### src/sv/fker_pkg.sv
package fker_pkg;

	localparam int HOLD_DEPTH    = 16;
	localparam int NUM_SEQUENCES = 33;
	localparam int SEQ_LENGTH    = 6;
	localparam int ROM_SIZE      = 33;
	localparam int NUM_LANES     = (NUM_SEQUENCES < ROM_SIZE) ? NUM_SEQUENCES : ROM_SIZE;

	localparam int DEPTH_W   = $clog2(HOLD_DEPTH);
	localparam int CODE_W    = 16;
	localparam int CHAR_W    = 8;
	localparam int CFG_IDX_W = 2;

	localparam logic [CFG_IDX_W-1:0] REG_LEFT_BASE  = 2'd0;
	localparam logic [CFG_IDX_W-1:0] REG_TOP_BASE   = 2'd1;
	localparam logic [CFG_IDX_W-1:0] REG_RIGHT_BASE = 2'd2;

	localparam logic [1:0] GRP_LEFT  = 2'd0;
	localparam logic [1:0] GRP_TOP   = 2'd1;
	localparam logic [1:0] GRP_RIGHT = 2'd2;

	localparam logic [CHAR_W-1:0] CH_ESC      = 8'h1b;
	localparam logic [CHAR_W-1:0] CH_LBRACKET = 8'h5b;
	localparam logic [CHAR_W-1:0] CH_ZERO     = 8'h30;
	localparam logic [CHAR_W-1:0] CH_Z        = 8'h7a;

	// sequence number stored as its three decimal digits
	typedef struct packed {
		logic [1:0] group;
		logic [3:0] key;
		logic [3:0] d100;
		logic [3:0] d10;
		logic [3:0] d1;
	} rom_entry_t;

	localparam rom_entry_t SEQ_ROM [ROM_SIZE] = '{
		'{GRP_LEFT,  4'd2,  4'd1, 4'd9, 4'd3}, '{GRP_LEFT,  4'd3,  4'd1, 4'd9, 4'd4},
		'{GRP_LEFT,  4'd4,  4'd1, 4'd9, 4'd5}, '{GRP_LEFT,  4'd5,  4'd1, 4'd9, 4'd6},
		'{GRP_LEFT,  4'd6,  4'd1, 4'd9, 4'd7}, '{GRP_LEFT,  4'd7,  4'd1, 4'd9, 4'd8},
		'{GRP_LEFT,  4'd8,  4'd1, 4'd9, 4'd9}, '{GRP_LEFT,  4'd9,  4'd2, 4'd0, 4'd0},
		'{GRP_LEFT,  4'd10, 4'd2, 4'd0, 4'd1},
		'{GRP_TOP,   4'd1,  4'd2, 4'd2, 4'd4}, '{GRP_TOP,   4'd2,  4'd2, 4'd2, 4'd5},
		'{GRP_TOP,   4'd3,  4'd2, 4'd2, 4'd6}, '{GRP_TOP,   4'd4,  4'd2, 4'd2, 4'd7},
		'{GRP_TOP,   4'd5,  4'd2, 4'd2, 4'd8}, '{GRP_TOP,   4'd6,  4'd2, 4'd2, 4'd9},
		'{GRP_TOP,   4'd7,  4'd2, 4'd3, 4'd0}, '{GRP_TOP,   4'd8,  4'd2, 4'd3, 4'd1},
		'{GRP_TOP,   4'd9,  4'd2, 4'd3, 4'd2},
		'{GRP_RIGHT, 4'd1,  4'd2, 4'd0, 4'd8}, '{GRP_RIGHT, 4'd2,  4'd2, 4'd0, 4'd9},
		'{GRP_RIGHT, 4'd3,  4'd2, 4'd1, 4'd0}, '{GRP_RIGHT, 4'd4,  4'd2, 4'd1, 4'd1},
		'{GRP_RIGHT, 4'd5,  4'd2, 4'd1, 4'd2}, '{GRP_RIGHT, 4'd6,  4'd2, 4'd1, 4'd3},
		'{GRP_RIGHT, 4'd7,  4'd2, 4'd1, 4'd4}, '{GRP_RIGHT, 4'd8,  4'd2, 4'd1, 4'd5},
		'{GRP_RIGHT, 4'd9,  4'd2, 4'd1, 4'd6}, '{GRP_RIGHT, 4'd10, 4'd2, 4'd1, 4'd7},
		'{GRP_RIGHT, 4'd11, 4'd2, 4'd1, 4'd8}, '{GRP_RIGHT, 4'd12, 4'd2, 4'd1, 4'd9},
		'{GRP_RIGHT, 4'd13, 4'd2, 4'd2, 4'd0}, '{GRP_RIGHT, 4'd14, 4'd2, 4'd2, 4'd1},
		'{GRP_RIGHT, 4'd15, 4'd2, 4'd2, 4'd2}
	};

	// {valid, char} expected at position pos of a sequence
	function automatic logic [CHAR_W:0] seq_char(rom_entry_t e, logic [DEPTH_W-1:0] pos);
		logic [CHAR_W:0] r;
		r = '0;
		if ({1'b0, pos} < (DEPTH_W+1)'(SEQ_LENGTH)) begin
			case (pos)
				DEPTH_W'(0): r = {1'b1, CH_ESC};
				DEPTH_W'(1): r = {1'b1, CH_LBRACKET};
				DEPTH_W'(2): r = {1'b1, CH_ZERO + {4'b0, e.d100}};
				DEPTH_W'(3): r = {1'b1, CH_ZERO + {4'b0, e.d10}};
				DEPTH_W'(4): r = {1'b1, CH_ZERO + {4'b0, e.d1}};
				DEPTH_W'(5): r = {1'b1, CH_Z};
				default:     r = '0;
			endcase
		end
		return r;
	endfunction

	typedef enum logic [1:0] {
		SRC_HELD,
		SRC_EVENT,
		SRC_KEY
	} src_t;

	typedef struct packed {
		logic [CODE_W-1:0] event_code;
		logic              is_char;
		logic              key_down;
	} ev_t;

	typedef struct packed {
		logic [CODE_W-1:0] out_code;
		logic              out_is_char;
		logic              out_down;
		logic              overflow;
		logic              last;
	} res_t;

	typedef struct packed {
		logic load;
		logic hold;
		logic restart;
		logic emit;
		src_t src;
		logic last;
		logic ovf;
	} fker_cmd_t;

	typedef struct packed {
		logic is_char;
		logic down;
		logic any;
		logic complete;
		logic full;
		logic flush_done;
		logic flush_last;
		logic out_free;
	} fker_status_t;

endpackage

### src/sv/fker_ctrl.sv
module fker_ctrl import fker_pkg::*; (
	input  logic         clk,
	input  logic         arst_n,
	input  logic         ev_valid,
	output logic         ev_ready,
	input  fker_status_t status,
	output fker_cmd_t    cmd
);

	typedef enum logic [1:0] {
		S_IDLE,
		S_DECIDE,
		S_FLUSH,
		S_TAIL
	} state_t;

	state_t state_q, state_d;
	logic   tail_q, tail_d;
	src_t   tail_src_q, tail_src_d;
	logic   ovf_q, ovf_d;

	assign ev_ready = (state_q == S_IDLE);

	always_comb begin
		cmd        = '0;
		cmd.src    = SRC_HELD;
		state_d    = state_q;
		tail_d     = tail_q;
		tail_src_d = tail_src_q;
		ovf_d      = ovf_q;
		unique case (state_q)
			S_IDLE: begin
				if (ev_valid) begin
					cmd.load = 1'b1;
					state_d  = S_DECIDE;
				end
			end
			S_DECIDE: begin
				tail_d     = 1'b1;
				tail_src_d = SRC_EVENT;
				ovf_d      = 1'b0;
				state_d    = S_FLUSH;
				if (!status.is_char) begin
					// flush, then forward the event
				end else if (!status.down) begin
					tail_d = 1'b0;
				end else if (!status.any) begin
					// mismatch: flush, then the character
				end else if (status.complete) begin
					tail_src_d = SRC_KEY;
					state_d    = S_TAIL;
				end else if (status.full) begin
					ovf_d = 1'b1;
				end else begin
					cmd.hold = 1'b1;
					state_d  = S_IDLE;
				end
			end
			S_FLUSH: begin
				cmd.src  = SRC_HELD;
				cmd.ovf  = ovf_q;
				cmd.last = !tail_q && status.flush_last;
				if (status.flush_done) begin
					cmd.restart = 1'b1;
					state_d     = tail_q ? S_TAIL : S_IDLE;
				end else if (status.out_free) begin
					cmd.emit = 1'b1;
				end
			end
			S_TAIL: begin
				cmd.src  = tail_src_q;
				cmd.ovf  = ovf_q;
				cmd.last = 1'b1;
				if (status.out_free) begin
					cmd.emit    = 1'b1;
					cmd.restart = 1'b1;
					state_d     = S_IDLE;
				end
			end
			default: state_d = S_IDLE;
		endcase
	end

	always_ff @(posedge clk or negedge arst_n) begin
		if (!arst_n) begin
			state_q    <= S_IDLE;
			tail_q     <= 1'b0;
			tail_src_q <= SRC_EVENT;
			ovf_q      <= 1'b0;
		end else begin
			state_q    <= state_d;
			tail_q     <= tail_d;
			tail_src_q <= tail_src_d;
			ovf_q      <= ovf_d;
		end
	end

	a_emit_free: assert property (@(posedge clk) disable iff (!arst_n)
		cmd.emit |-> status.out_free)
		else $error("result emitted over a pending result");

	a_hold_partial: assert property (@(posedge clk) disable iff (!arst_n)
		cmd.hold |-> (status.is_char && status.down && status.any
			&& !status.complete && !status.full))
		else $error("character held without a partial match");

endmodule

### src/sv/fker_dp.sv
module fker_dp import fker_pkg::*; (
	input  logic                 clk,
	input  logic                 arst_n,
	input  ev_t                  ev_data,
	output logic                 res_valid,
	input  logic                 res_ready,
	output res_t                 res_data,
	input  logic                 cfg_we,
	input  logic [CFG_IDX_W-1:0] cfg_index,
	input  logic [CODE_W-1:0]    cfg_data,
	input  fker_cmd_t            cmd,
	output fker_status_t         status
);

	ev_t                  item_q;
	logic [NUM_LANES-1:0] mask_q;
	logic [DEPTH_W-1:0]   depth_q;
	logic [DEPTH_W-1:0]   rd_ptr_q;
	logic [CHAR_W-1:0]    held_q [HOLD_DEPTH];
	logic [1:0]           hit_grp_q;
	logic [3:0]           hit_key_q;
	logic [CODE_W-1:0]    left_base_q, top_base_q, right_base_q;
	res_t                 res_q;
	logic                 res_valid_q;

	logic [NUM_LANES-1:0] mask_new;
	logic [1:0]           hit_grp;
	logic [3:0]           hit_key;
	logic                 any_hit, uniq_hit;
	logic [CODE_W-1:0]    grp_base, key_code;
	res_t                 res_d;

	// one comparator lane per ROM sequence, all at the current position
	always_comb begin
		logic [CHAR_W:0] expc;
		hit_grp = '0;
		hit_key = '0;
		for (int i = 0; i < NUM_LANES; i++) begin
			expc = seq_char(SEQ_ROM[i], depth_q);
			mask_new[i] = mask_q[i] && expc[CHAR_W]
				&& (item_q.event_code == CODE_W'(expc[CHAR_W-1:0]));
			hit_grp = hit_grp | (mask_new[i] ? SEQ_ROM[i].group : 2'b0);
			hit_key = hit_key | (mask_new[i] ? SEQ_ROM[i].key : 4'b0);
		end
	end

	assign any_hit  = |mask_new;
	assign uniq_hit = any_hit && ((mask_new & (mask_new - 1'b1)) == '0);

	assign status.is_char    = item_q.is_char;
	assign status.down       = item_q.key_down;
	assign status.any        = any_hit;
	assign status.complete   = uniq_hit
		&& ({1'b0, depth_q} == (DEPTH_W+1)'(SEQ_LENGTH - 1));
	assign status.full       = (depth_q == DEPTH_W'(HOLD_DEPTH - 1));
	assign status.flush_done = (rd_ptr_q == depth_q);
	assign status.flush_last = (({1'b0, rd_ptr_q} + 1'b1) == {1'b0, depth_q});
	assign status.out_free   = !res_valid_q || res_ready;

	always_comb begin
		unique case (hit_grp_q)
			GRP_LEFT: grp_base = left_base_q;
			GRP_TOP:  grp_base = top_base_q;
			default:  grp_base = right_base_q;
		endcase
	end

	assign key_code = grp_base + CODE_W'(hit_key_q) - CODE_W'(1);

	always_comb begin
		res_d          = '0;
		res_d.overflow = cmd.ovf;
		res_d.last     = cmd.last;
		case (cmd.src)
			SRC_HELD: begin
				res_d.out_code    = CODE_W'(held_q[rd_ptr_q]);
				res_d.out_is_char = 1'b1;
				res_d.out_down    = 1'b1;
			end
			SRC_EVENT: begin
				res_d.out_code    = item_q.event_code;
				res_d.out_is_char = item_q.is_char;
				res_d.out_down    = item_q.key_down;
			end
			SRC_KEY: begin
				res_d.out_code    = key_code;
				res_d.out_is_char = 1'b0;
				res_d.out_down    = 1'b1;
			end
			default: res_d.out_code = '0;
		endcase
	end

	always_ff @(posedge clk) begin
		if (cmd.load) begin
			item_q <= ev_data;
		end
		if (cmd.hold) begin
			held_q[depth_q] <= item_q.event_code[CHAR_W-1:0];
		end
		if (cmd.emit) begin
			res_q <= res_d;
		end
		// item is stable from decide through tail, so this settles in time
		hit_grp_q <= hit_grp;
		hit_key_q <= hit_key;
	end

	always_ff @(posedge clk or negedge arst_n) begin
		if (!arst_n) begin
			mask_q       <= '1;
			depth_q      <= '0;
			rd_ptr_q     <= '0;
			res_valid_q  <= 1'b0;
			left_base_q  <= '0;
			top_base_q   <= '0;
			right_base_q <= '0;
		end else begin
			if (cmd.restart) begin
				mask_q   <= '1;
				depth_q  <= '0;
				rd_ptr_q <= '0;
			end else begin
				if (cmd.hold) begin
					mask_q  <= mask_new;
					depth_q <= depth_q + 1'b1;
				end
				if (cmd.emit && cmd.src == SRC_HELD) begin
					rd_ptr_q <= rd_ptr_q + 1'b1;
				end
			end
			if (cmd.emit) begin
				res_valid_q <= 1'b1;
			end else if (res_ready) begin
				res_valid_q <= 1'b0;
			end
			if (cfg_we) begin
				unique case (cfg_index)
					REG_LEFT_BASE:  left_base_q  <= cfg_data;
					REG_TOP_BASE:   top_base_q   <= cfg_data;
					REG_RIGHT_BASE: right_base_q <= cfg_data;
					default:        ;
				endcase
			end
		end
	end

	assign res_valid = res_valid_q;
	assign res_data  = res_q;

	a_ptr_bound: assert property (@(posedge clk) disable iff (!arst_n)
		rd_ptr_q <= depth_q)
		else $error("flush pointer ran past held count");

	a_mask_live: assert property (@(posedge clk) disable iff (!arst_n)
		mask_q != '0)
		else $error("held characters with no candidate left");

	a_depth_seq: assert property (@(posedge clk) disable iff (!arst_n)
		{1'b0, depth_q} < (DEPTH_W+1)'(SEQ_LENGTH))
		else $error("held more characters than a sequence has");

endmodule

### src/sv/function_key_escape_recognizer_top.sv
// Function-key escape recognizer. Keyboard events come in on ev_* and results
// leave on res_*. Character key-downs that follow one of 33 sequences ESC [ n n n z
// are held back; a complete sequence turns into one function-key event whose code
// is the group base register plus key number minus one. Anything else releases
// the held characters in order, followed by the event itself (a character key-up
// is dropped). The controller handles one item at a time: ev_ready is high only
// in idle, so a new event is accepted only after the last one is fully handled.
// Results leave one per cycle when the output is taken at once; a result that
// res_ready holds off stalls the controller until it is taken. Group bases are
// written through cfg_we/cfg_index/cfg_data while no request is in flight; the
// user must ensure this, as the block itself does not enforce it.
module function_key_escape_recognizer_top import fker_pkg::*; (
	input  logic                 clk,
	input  logic                 arst_n,
	input  logic                 ev_valid,
	output logic                 ev_ready,
	input  ev_t                  ev_data,
	output logic                 res_valid,
	input  logic                 res_ready,
	output res_t                 res_data,
	input  logic                 cfg_we,
	input  logic [CFG_IDX_W-1:0] cfg_index,
	input  logic [CODE_W-1:0]    cfg_data
);

	fker_cmd_t    cmd;
	fker_status_t status;

	fker_ctrl u_ctrl (
		.clk      (clk),
		.arst_n   (arst_n),
		.ev_valid (ev_valid),
		.ev_ready (ev_ready),
		.status   (status),
		.cmd      (cmd)
	);

	fker_dp u_dp (
		.clk       (clk),
		.arst_n    (arst_n),
		.ev_data   (ev_data),
		.res_valid (res_valid),
		.res_ready (res_ready),
		.res_data  (res_data),
		.cfg_we    (cfg_we),
		.cfg_index (cfg_index),
		.cfg_data  (cfg_data),
		.cmd       (cmd),
		.status    (status)
	);

endmodule

### config.mk
export PLATFORM = sky130hd
export DESIGN_NAME = function_key_escape_recognizer_top
export DESIGN_NICKNAME = d
export VERILOG_FILES = /design/src/sv/fker_pkg.sv /design/src/sv/fker_ctrl.sv /design/src/sv/fker_dp.sv /design/src/sv/function_key_escape_recognizer_top.sv
export SDC_FILE = /design/constraint.sdc
export NUM_CORES = 1
export LEC_CHECK = 0
export BUFFER_PORTS_ARGS = -buffer_cell sky130_fd_sc_hd__buf_4
export CAP_MARGIN = 5
export CORE_MARGIN = 2
export CORE_UTILIZATION = 50
export CTS_BUF_LIST = sky130_fd_sc_hd__clkbuf_4 sky130_fd_sc_hd__clkbuf_8
export DETAILED_ROUTE_END_ITERATION = 6
export PLACE_DENSITY = 0.67
export SLEW_MARGIN = 20
export SYNTH_ARGS = -nofsm -noshare
export SYNTH_HDL_FRONTEND = slang
export SYNTH_SLANG_ARGS = --single-unit
### constraint.sdc
create_clock -name clk -period 15 [get_ports clk]
set_input_delay 3 -clock clk [delete_from_list [all_inputs] [get_ports clk]]
set_output_delay 3 -clock clk [all_outputs]
set_load 0.03 [all_outputs]
# Yosys cells after proc, flatten, opt, wreduce, memory -nomap -nowiden
# Memory sizes are Yosys's and may differ from the RTL's.
# Index checks and enable logic that the tools add are counted.
dict set report totals {
  ramBits 128
  output_inout_bits 22
  ff_bits 140
  mem_count 1
}
# memory depth width rd rd_clocked_by_memory_dff write_ports line_no
set mem_list {}
lappend mem_list {u_dp.held_q 16 8 1 0 1 fker_dp.sv:19} ;# logic [CHAR_W-1:0] held_q [HOLD_DEPTH];
dict set report classes {
  n_eq_ne 52
  mux 170
  n_lt_le_gt_ge 1
  n_reduce_logical 91
  addsub 6
  bitwise_logic 56
}
# op n
set ops {}
lappend ops {{9-bit case mux with 6 select lines} 19}
lappend ops {{9-bit case mux with 5 select lines} 13}
lappend ops {{16-bit by 8-bit equality test with 1-bit output} 33}
lappend ops {{9-bit two-way mux} 33}
lappend ops {{4-bit bitwise OR} 32}
lappend ops {{1-bit logical AND} 70}
lappend ops {{2-bit two-way mux} 35}
lappend ops {{4-bit two-way mux} 17}
lappend ops {{33-bit two-way mux} 2}
lappend ops {{16-bit case mux with 3 select lines} 1}
lappend ops {{2-bit bitwise OR} 23}
lappend ops {{3-bit two-way mux} 12}
lappend ops {{9-bit case mux with 4 select lines} 1}
lappend ops {{33-bit bitwise AND} 1}
lappend ops {{33-bit logical NOT} 1}
lappend ops {{1-bit two-way mux} 33}
lappend ops {{33-bit OR reduction} 1}
lappend ops {{33-bit by 1-bit subtractor with 33-bit output, second input constant} 1}
lappend ops {{16-bit case mux with 2 select lines} 1}
lappend ops {{16-bit by 4-bit adder with 16-bit output} 1}
lappend ops {{16-bit by 1-bit subtractor with 16-bit output, second input constant} 1}
lappend ops {{6-bit case mux with 2 select lines} 1}
lappend ops {{4-bit by 1-bit adder with 4-bit output, second input constant} 2}
lappend ops {{2-bit by 1-bit equality test with 1-bit output, second input constant} 4}
lappend ops {{21 further kinds} 38}

# Depth between registers and ports, before layout
dict set report depth {
  depth_word 38
  mapped_depth 23
  ltp_nobuf 21
}

# By module
# From an unflattened synthesis, not the netlist that was laid out.
dict set report hier_totals {
  cells_unflattened 1059
  hier_area_um2 13417.9
}
# mod cells_per_inst n_inst seq_area_each_um2 area_per_inst_um2
set modules_own_cells {}
lappend modules_own_cells {fker_dp 1016 1 7398.3 13053.8}
lappend modules_own_cells {fker_ctrl 43 1 151.4 364.1}

# Least setup slack after synthesis
# OpenSTA, ideal clock, no wires.
dict set report synth_path {
  path_type {register -> register}
  startpoint {register u_dp.depth_q[1]}
  endpoint {memory u_dp.held_q[1][0], enable pin}
  path_slack_ns 10.197
  required_time_ns 14.605
  arrival_ns 4.408
  n_path_buf 1
  path_stages_with_launch 17
  synth_period_minus_slack_ns 4.803
  setup_ns 0.395
  cell_sequence {dfrtp_1 > buf_2 > inv_1 > ha_1 > nor2_2 > o21ai_0 > a21boi_1 > o21ai_1 > or4_1 > nor4b_2 > nand3_1 > o21ai_0 > o2111ai_1 > nor3_2 > a32oi_1 > nand2_1 > nor4_1}
}
dict set report synth_via {
  elab_chain_len 18
  elab_cells_between_ends 191
  cone_classes {add/sub: 1; order compare: 1; eq/ne: 39; mux: 74; bitwise: 1; reduce/logical: 75}
}
# element line_no
set synth_lines {}
lappend synth_lines {{from (decl)} fker_dp.sv:17} ;# logic [DEPTH_W-1:0] depth_q;
lappend synth_lines {{from (signal assigned)} fker_dp.sv:126} ;# depth_q <= depth_q + 1'b1;
lappend synth_lines {{4-bit by 2-bit equality test with 1-bit output / 4-bit by 3-bit equality test with 1-bit output (equally long branches)} fker_pkg.sv:62} ;# case (pos)
lappend synth_lines {{3-bit OR reduction (no source line) / 2-bit OR reduction (equally long branches)} n/a}
lappend synth_lines {{9-bit case mux with 4 select lines / 9-bit case mux with 5 select lines (equally long branches)} fker_pkg.sv:62}
lappend synth_lines {{9-bit two-way mux} fker_pkg.sv:61} ;# if ({1'b0, pos} < (DEPTH_W+1)'(SEQ_LENGTH)) begin
lappend synth_lines {{16-bit by 8-bit equality test with 1-bit output / 1-bit logical AND (equally long branches)} {fker_dp.sv:41, fker_dp.sv:40}}
lappend synth_lines {{1-bit logical AND} fker_dp.sv:41} ;# && (item_q.event_code == CODE_W'(expc[CHAR_W-1:0]));
lappend synth_lines {{33-bit by 1-bit subtractor with 33-bit output} fker_dp.sv:48} ;# assign uniq_hit = any_hit && ((mask_new & (mask_new - 1'b1)) == '0);
lappend synth_lines {{33-bit bitwise AND} fker_dp.sv:48}
lappend synth_lines {{[... 2 more ...]} n/a}
lappend synth_lines {{1-bit logical AND} fker_dp.sv:54} ;# && ({1'b0, depth_q} == (DEPTH_W+1)'(SEQ_LENGTH - 1));
lappend synth_lines {{1-bit two-way mux} fker_ctrl.sv:49} ;# end else if (status.complete) begin
lappend synth_lines {{1-bit two-way mux} fker_ctrl.sv:47} ;# end else if (!status.any) begin
lappend synth_lines {{1-bit two-way mux} fker_ctrl.sv:45} ;# end else if (!status.down) begin
lappend synth_lines {{1-bit two-way mux} fker_ctrl.sv:43} ;# if (!status.is_char) begin
lappend synth_lines {{1-bit two-way mux} fker_ctrl.sv:31} ;# unique case (state_q)
lappend synth_lines {{1-bit two-way mux} fker_dp.sv:98} ;# if (cmd.hold) begin
lappend synth_lines {{1-bit two-way mux (not written as such)} fker_dp.sv:99} ;# held_q[depth_q] <= item_q.event_code[CHAR_W-1:0];
lappend synth_lines {{to (decl)} fker_dp.sv:19}
# Several ways; a longest one is shown, not always the timed one.

# Final worst setup path
dict set report layout_path {
  startpoint {register u_dp.depth_q[1]}
  endpoint {register u_dp.mask_q[6]}
}
dict set report layout_via {
  elab_chain_len 17
  elab_cells_between_ends 195
  cone_classes {add/sub: 1; order compare: 1; eq/ne: 40; mux: 76; bitwise: 1; reduce/logical: 76}
}
# element line_no
set layout_lines {}
lappend layout_lines {{4-bit by 2-bit equality test with 1-bit output / 4-bit by 3-bit equality test with 1-bit output (equally long branches)} fker_pkg.sv:62}
lappend layout_lines {{3-bit OR reduction (no source line) / 2-bit OR reduction (equally long branches)} n/a}
lappend layout_lines {{9-bit case mux with 4 select lines / 9-bit case mux with 5 select lines (equally long branches)} fker_pkg.sv:62}
lappend layout_lines {{9-bit two-way mux} fker_pkg.sv:61}
lappend layout_lines {{16-bit by 8-bit equality test with 1-bit output / 1-bit logical AND (equally long branches)} {fker_dp.sv:41, fker_dp.sv:40}}
lappend layout_lines {{1-bit logical AND} fker_dp.sv:41}
lappend layout_lines {{33-bit by 1-bit subtractor with 33-bit output} fker_dp.sv:48}
lappend layout_lines {{33-bit bitwise AND} fker_dp.sv:48}
lappend layout_lines {{33-bit logical NOT} fker_dp.sv:48}
lappend layout_lines {{1-bit logical AND} fker_dp.sv:48}
lappend layout_lines {{1-bit logical AND} fker_dp.sv:54}
lappend layout_lines {{1-bit two-way mux} fker_ctrl.sv:49}
lappend layout_lines {{1-bit two-way mux} fker_ctrl.sv:47}
lappend layout_lines {{1-bit two-way mux} fker_ctrl.sv:45}
lappend layout_lines {{1-bit two-way mux} fker_ctrl.sv:43}
lappend layout_lines {{1-bit two-way mux} fker_ctrl.sv:31}
lappend layout_lines {{2-bit nonzero test (no source line)} n/a}
lappend layout_lines {{to (signal assigned)} fker_dp.sv:125} ;# mask_q <= mask_new;
lappend layout_lines {{to (decl)} fker_dp.sv:16} ;# logic [NUM_LANES-1:0] mask_q;
# Several ways; a longest one is shown, not always the timed one. The select of a mux whose other input is x is not followed.
# A chain may end at the register's enable or synchronous reset.

==> reports/summary.txt <==
Resized Gates After CTS: 0
fmax: 0.167 GHz
cell row count: 60
htree depth: 2
area delta synth->final: 15.4%
fin crit period: 5.98 ns
Post-synth top flop: edfxtp_1
worst hold path type: reg2reg
CP Capture Type: register
number of global-route vias before repair: 9277
met2 Usage GRT: 37.3%
initial antenna violation count: 0
Mean Syn Cell Area: 12.6 um2
crit share post-route: 39.9%
Switching Power: 596 uW
layout cell share with drive strength beyond 1: 24.6%
Die X-Extent: 168 um
CP Data Arrival Time: 6.38 ns
post-CTS setup buffer count: 0
DRC errors left: 0
Yosys top cell area share: 37.0%
met1 global-route usage: 33.9%
top cells by area, synth: edfxtp_1 (37%), dfrtp_1 (12%), mux4_2 (6.7%), dfstp_2 (6.6%), mux2_2 (4.0%)
DIE HEIGHT: 168 um
# fillers: 2240
cts hold-fix bufs: 0
switch share: 29.3%
skew final: 0.0312 ns
CP Max Fanout: 50
first-pass GRT wire length: 52100 um
drt pass-1 iters: 5
VDD IR max: 0.0600 mV
flops & latches, synth: 268
Via density: 5.92
HPWL Detailed: 22900 um
internal power: 1.44 mW
unrepaired setup endpoints after global routing: no
Worst slew margin: 29.0%
PortBufs: 62
drt wl/cell: 20.8 um
area of the multi-input gates: 5800 um2
CTS clk-pin slew, worst paths: 0.06 ns
commonest non-fill, non-tap cells in the layout: edfxtp_1 (166), nand2_1 (77), buf_4 (76)
Worst-Skew Late Latency: 0.57 ns
combinational power share: 19.5%
Syn Inst Count: 1072
setup tns final: 0 ns
Synth async-reset ratio: 35.8%
Power Dens Cells: 131 nW/um2
die area: 28300 um2
Root Buffer: clkbuf_8
I/O pins: 63
cell taking the most area after synthesis: edfxtp_1
pin count of the biggest net entering global routing: 79
initial core utilization: 50.4%
Critical Path Source Type: register
CTS tree: yes
maxcap violations: 0
Seq/Total Area, Yosys: 56.1%
Antenna Nets Post-Route: 0
Core Util, Final: 58.2%
TritonCTS Buffers: 46
GRT busiest layer: met2
endpoints failing setup: 0
Final Hold Vio Count: 0
Max clock buf depth: 3
storage element area: 7550 um2
gpl congestion: 0.940
number of inserted diodes: 0
count of cell types in the netlist: 87
Leak: 6.13 nW
mapped cell area: 13500 um2
Synth Warn #: 0
Least-Margin Pin Slew: 1.07 ns
Final #Nets: 1273
Post-synth EDFFs: 166
WP data required: 15.40 ns
Overflow after GRT: 0
Flop pwr share: 46.3%
WL final: 33000 um
CTS sink cnt: 268
clock power share: 34.2%
core area: 26700 um2
Via Count: 9401
commonest non-fill, non-tap cell in the layout: edfxtp_1
initial detailed-routing violation count: 859
Overall Global Routing Usage: 23.8%
Setup CP Type: reg2reg
GR Util met3: 4.98%
Final Slew Violations: 0
outcome: complete, no violations
## metrics by stage
step           total power, mW  worst slack [ns]  instance area, um2  cells  hold slack (ns)
6_report                  2.03              9.02               15500   1587            0.488
5_1_grt                   2.13              8.55               15500   1587            0.511
4_1_cts                   2.05              9.13               15500   1586            0.492
3_5_place_dp              1.35              9.16               14500   1500            0.472
3_3_place_gp              1.34              9.15               14500   1500            0.466
2_1_floorplan             1.20             10.20               13700   1135            0.456
## state kept, by name (all words and copies together) (netlist names), 2 cells and up
| register | cells |
|---|---|
| u_dp.top_base_q | 16 |
| u_dp.status | 2 |
| u_dp.right_base_q | 16 |
| u_dp.item_q | 16 |
| u_dp.depth_q | 4 |
| u_ctrl.state_q | 2 |
| u_ctrl.tail_src_q | 2 |
| u_dp.held_q | 128 |
| u_dp.hit_key_q | 4 |
| u_dp.res_data | 20 |
| u_dp.rd_ptr_q | 4 |
| u_dp.mask_q | 33 |
| u_dp.hit_grp_q | 2 |
| u_dp.left_base_q | 16 |
## layout make-up
class                   instances  share of cell area, %
repair buffers                 78                   3.84
clock inverters                10                  0.580
flip-flops and latches        268                   48.6
clock buffers                  76                   5.84
multi-input cells             767                   37.3
well taps                     341                   2.74
inverters                      47                   1.13
## path summary, 6_finish.rpt
kind | start | to | slack [ns] | depth (start not counted)
worst min-delay path | u_dp.mask_q[25] | u_dp.mask_q[25] | 0.49 | 2
min in group asynchronous | arst_n | u_dp.right_base_q[9] | 2.33 | 1
max in group asynchronous | arst_n | u_dp.depth_q[3] | 11.65 | 2
worst max-delay path | u_dp.depth_q[1] | u_dp.mask_q[6] | 9.02 | 17
worst max register to register | u_dp.depth_q[1] | u_dp.mask_q[6] | 9.02 | 17
worst min register to register | u_dp.mask_q[25] | u_dp.mask_q[25] | 0.49 | 2
## routing by layer
metal | vias to the layer above | part of all wire [%]
li1 | 4342 | -
met1 | 4691 | 45
met2 | 307 | 46
met3 | 61 | 6.7
met4 | 0 | 2.4
met5 | - | 0
## worst max-delay path, cell delays in order, from the launching register on
cell and delay, ns:
dfrtp_1 0.57, inv_1 0.12, ha_1 0.39, nor2_2 0.45, a21oi_1 0.12, o2111ai_1 0.44, a211oi_1 0.24, a222oi_1 0.93
a31oi_1 0.19, a21o_1 0.23, a211oi_1 0.30, nand3_1 0.15, nor3_2 0.39, a21oi_1 0.17, o211ai_4 0.19, buf_4 0.51
nand2_1 0.15, o311ai_0 0.22
## cells by family after synthesis
family,Yosys count,synth area share (%)
compound gates,223,11.7
xor+xnor,36,2.34
fa+ha+maj,24,2.29
buf+inv,100,2.99
flops,268,56.1
mux,114,12.6
other cells,1,0.0278
simple gates,306,11.9
## power by group through the flow
stage               logic, mW  clock network, mW  registers [mW]
finish                  0.396              0.695           0.940
global route            0.433              0.745           0.949
CTS                     0.392              0.714           0.943
global placement        0.389                  0           0.953
floorplan               0.241                  0           0.962
detailed placement      0.391                  0           0.957
## cells in the mapped netlist, types with 13 or more instances
library cell / count
clkbuf_1: 37
nand2_1: 77
edfxtp_1: 166
xnor2_1: 26
and3_1: 26
and2_1: 16
mux2_2: 48
o21ai_0: 37
mux4_2: 40
a21oi_1: 39
nand3_1: 30
a22oi_1: 25
nor4_1: 15
inv_1: 47
nor2_1: 61
dfstp_2: 34
dfrtp_1: 62
nor3_1: 13
ha_1: 23
mux2i_1: 26
Note: power is estimated with default switching activity, not from simulation.
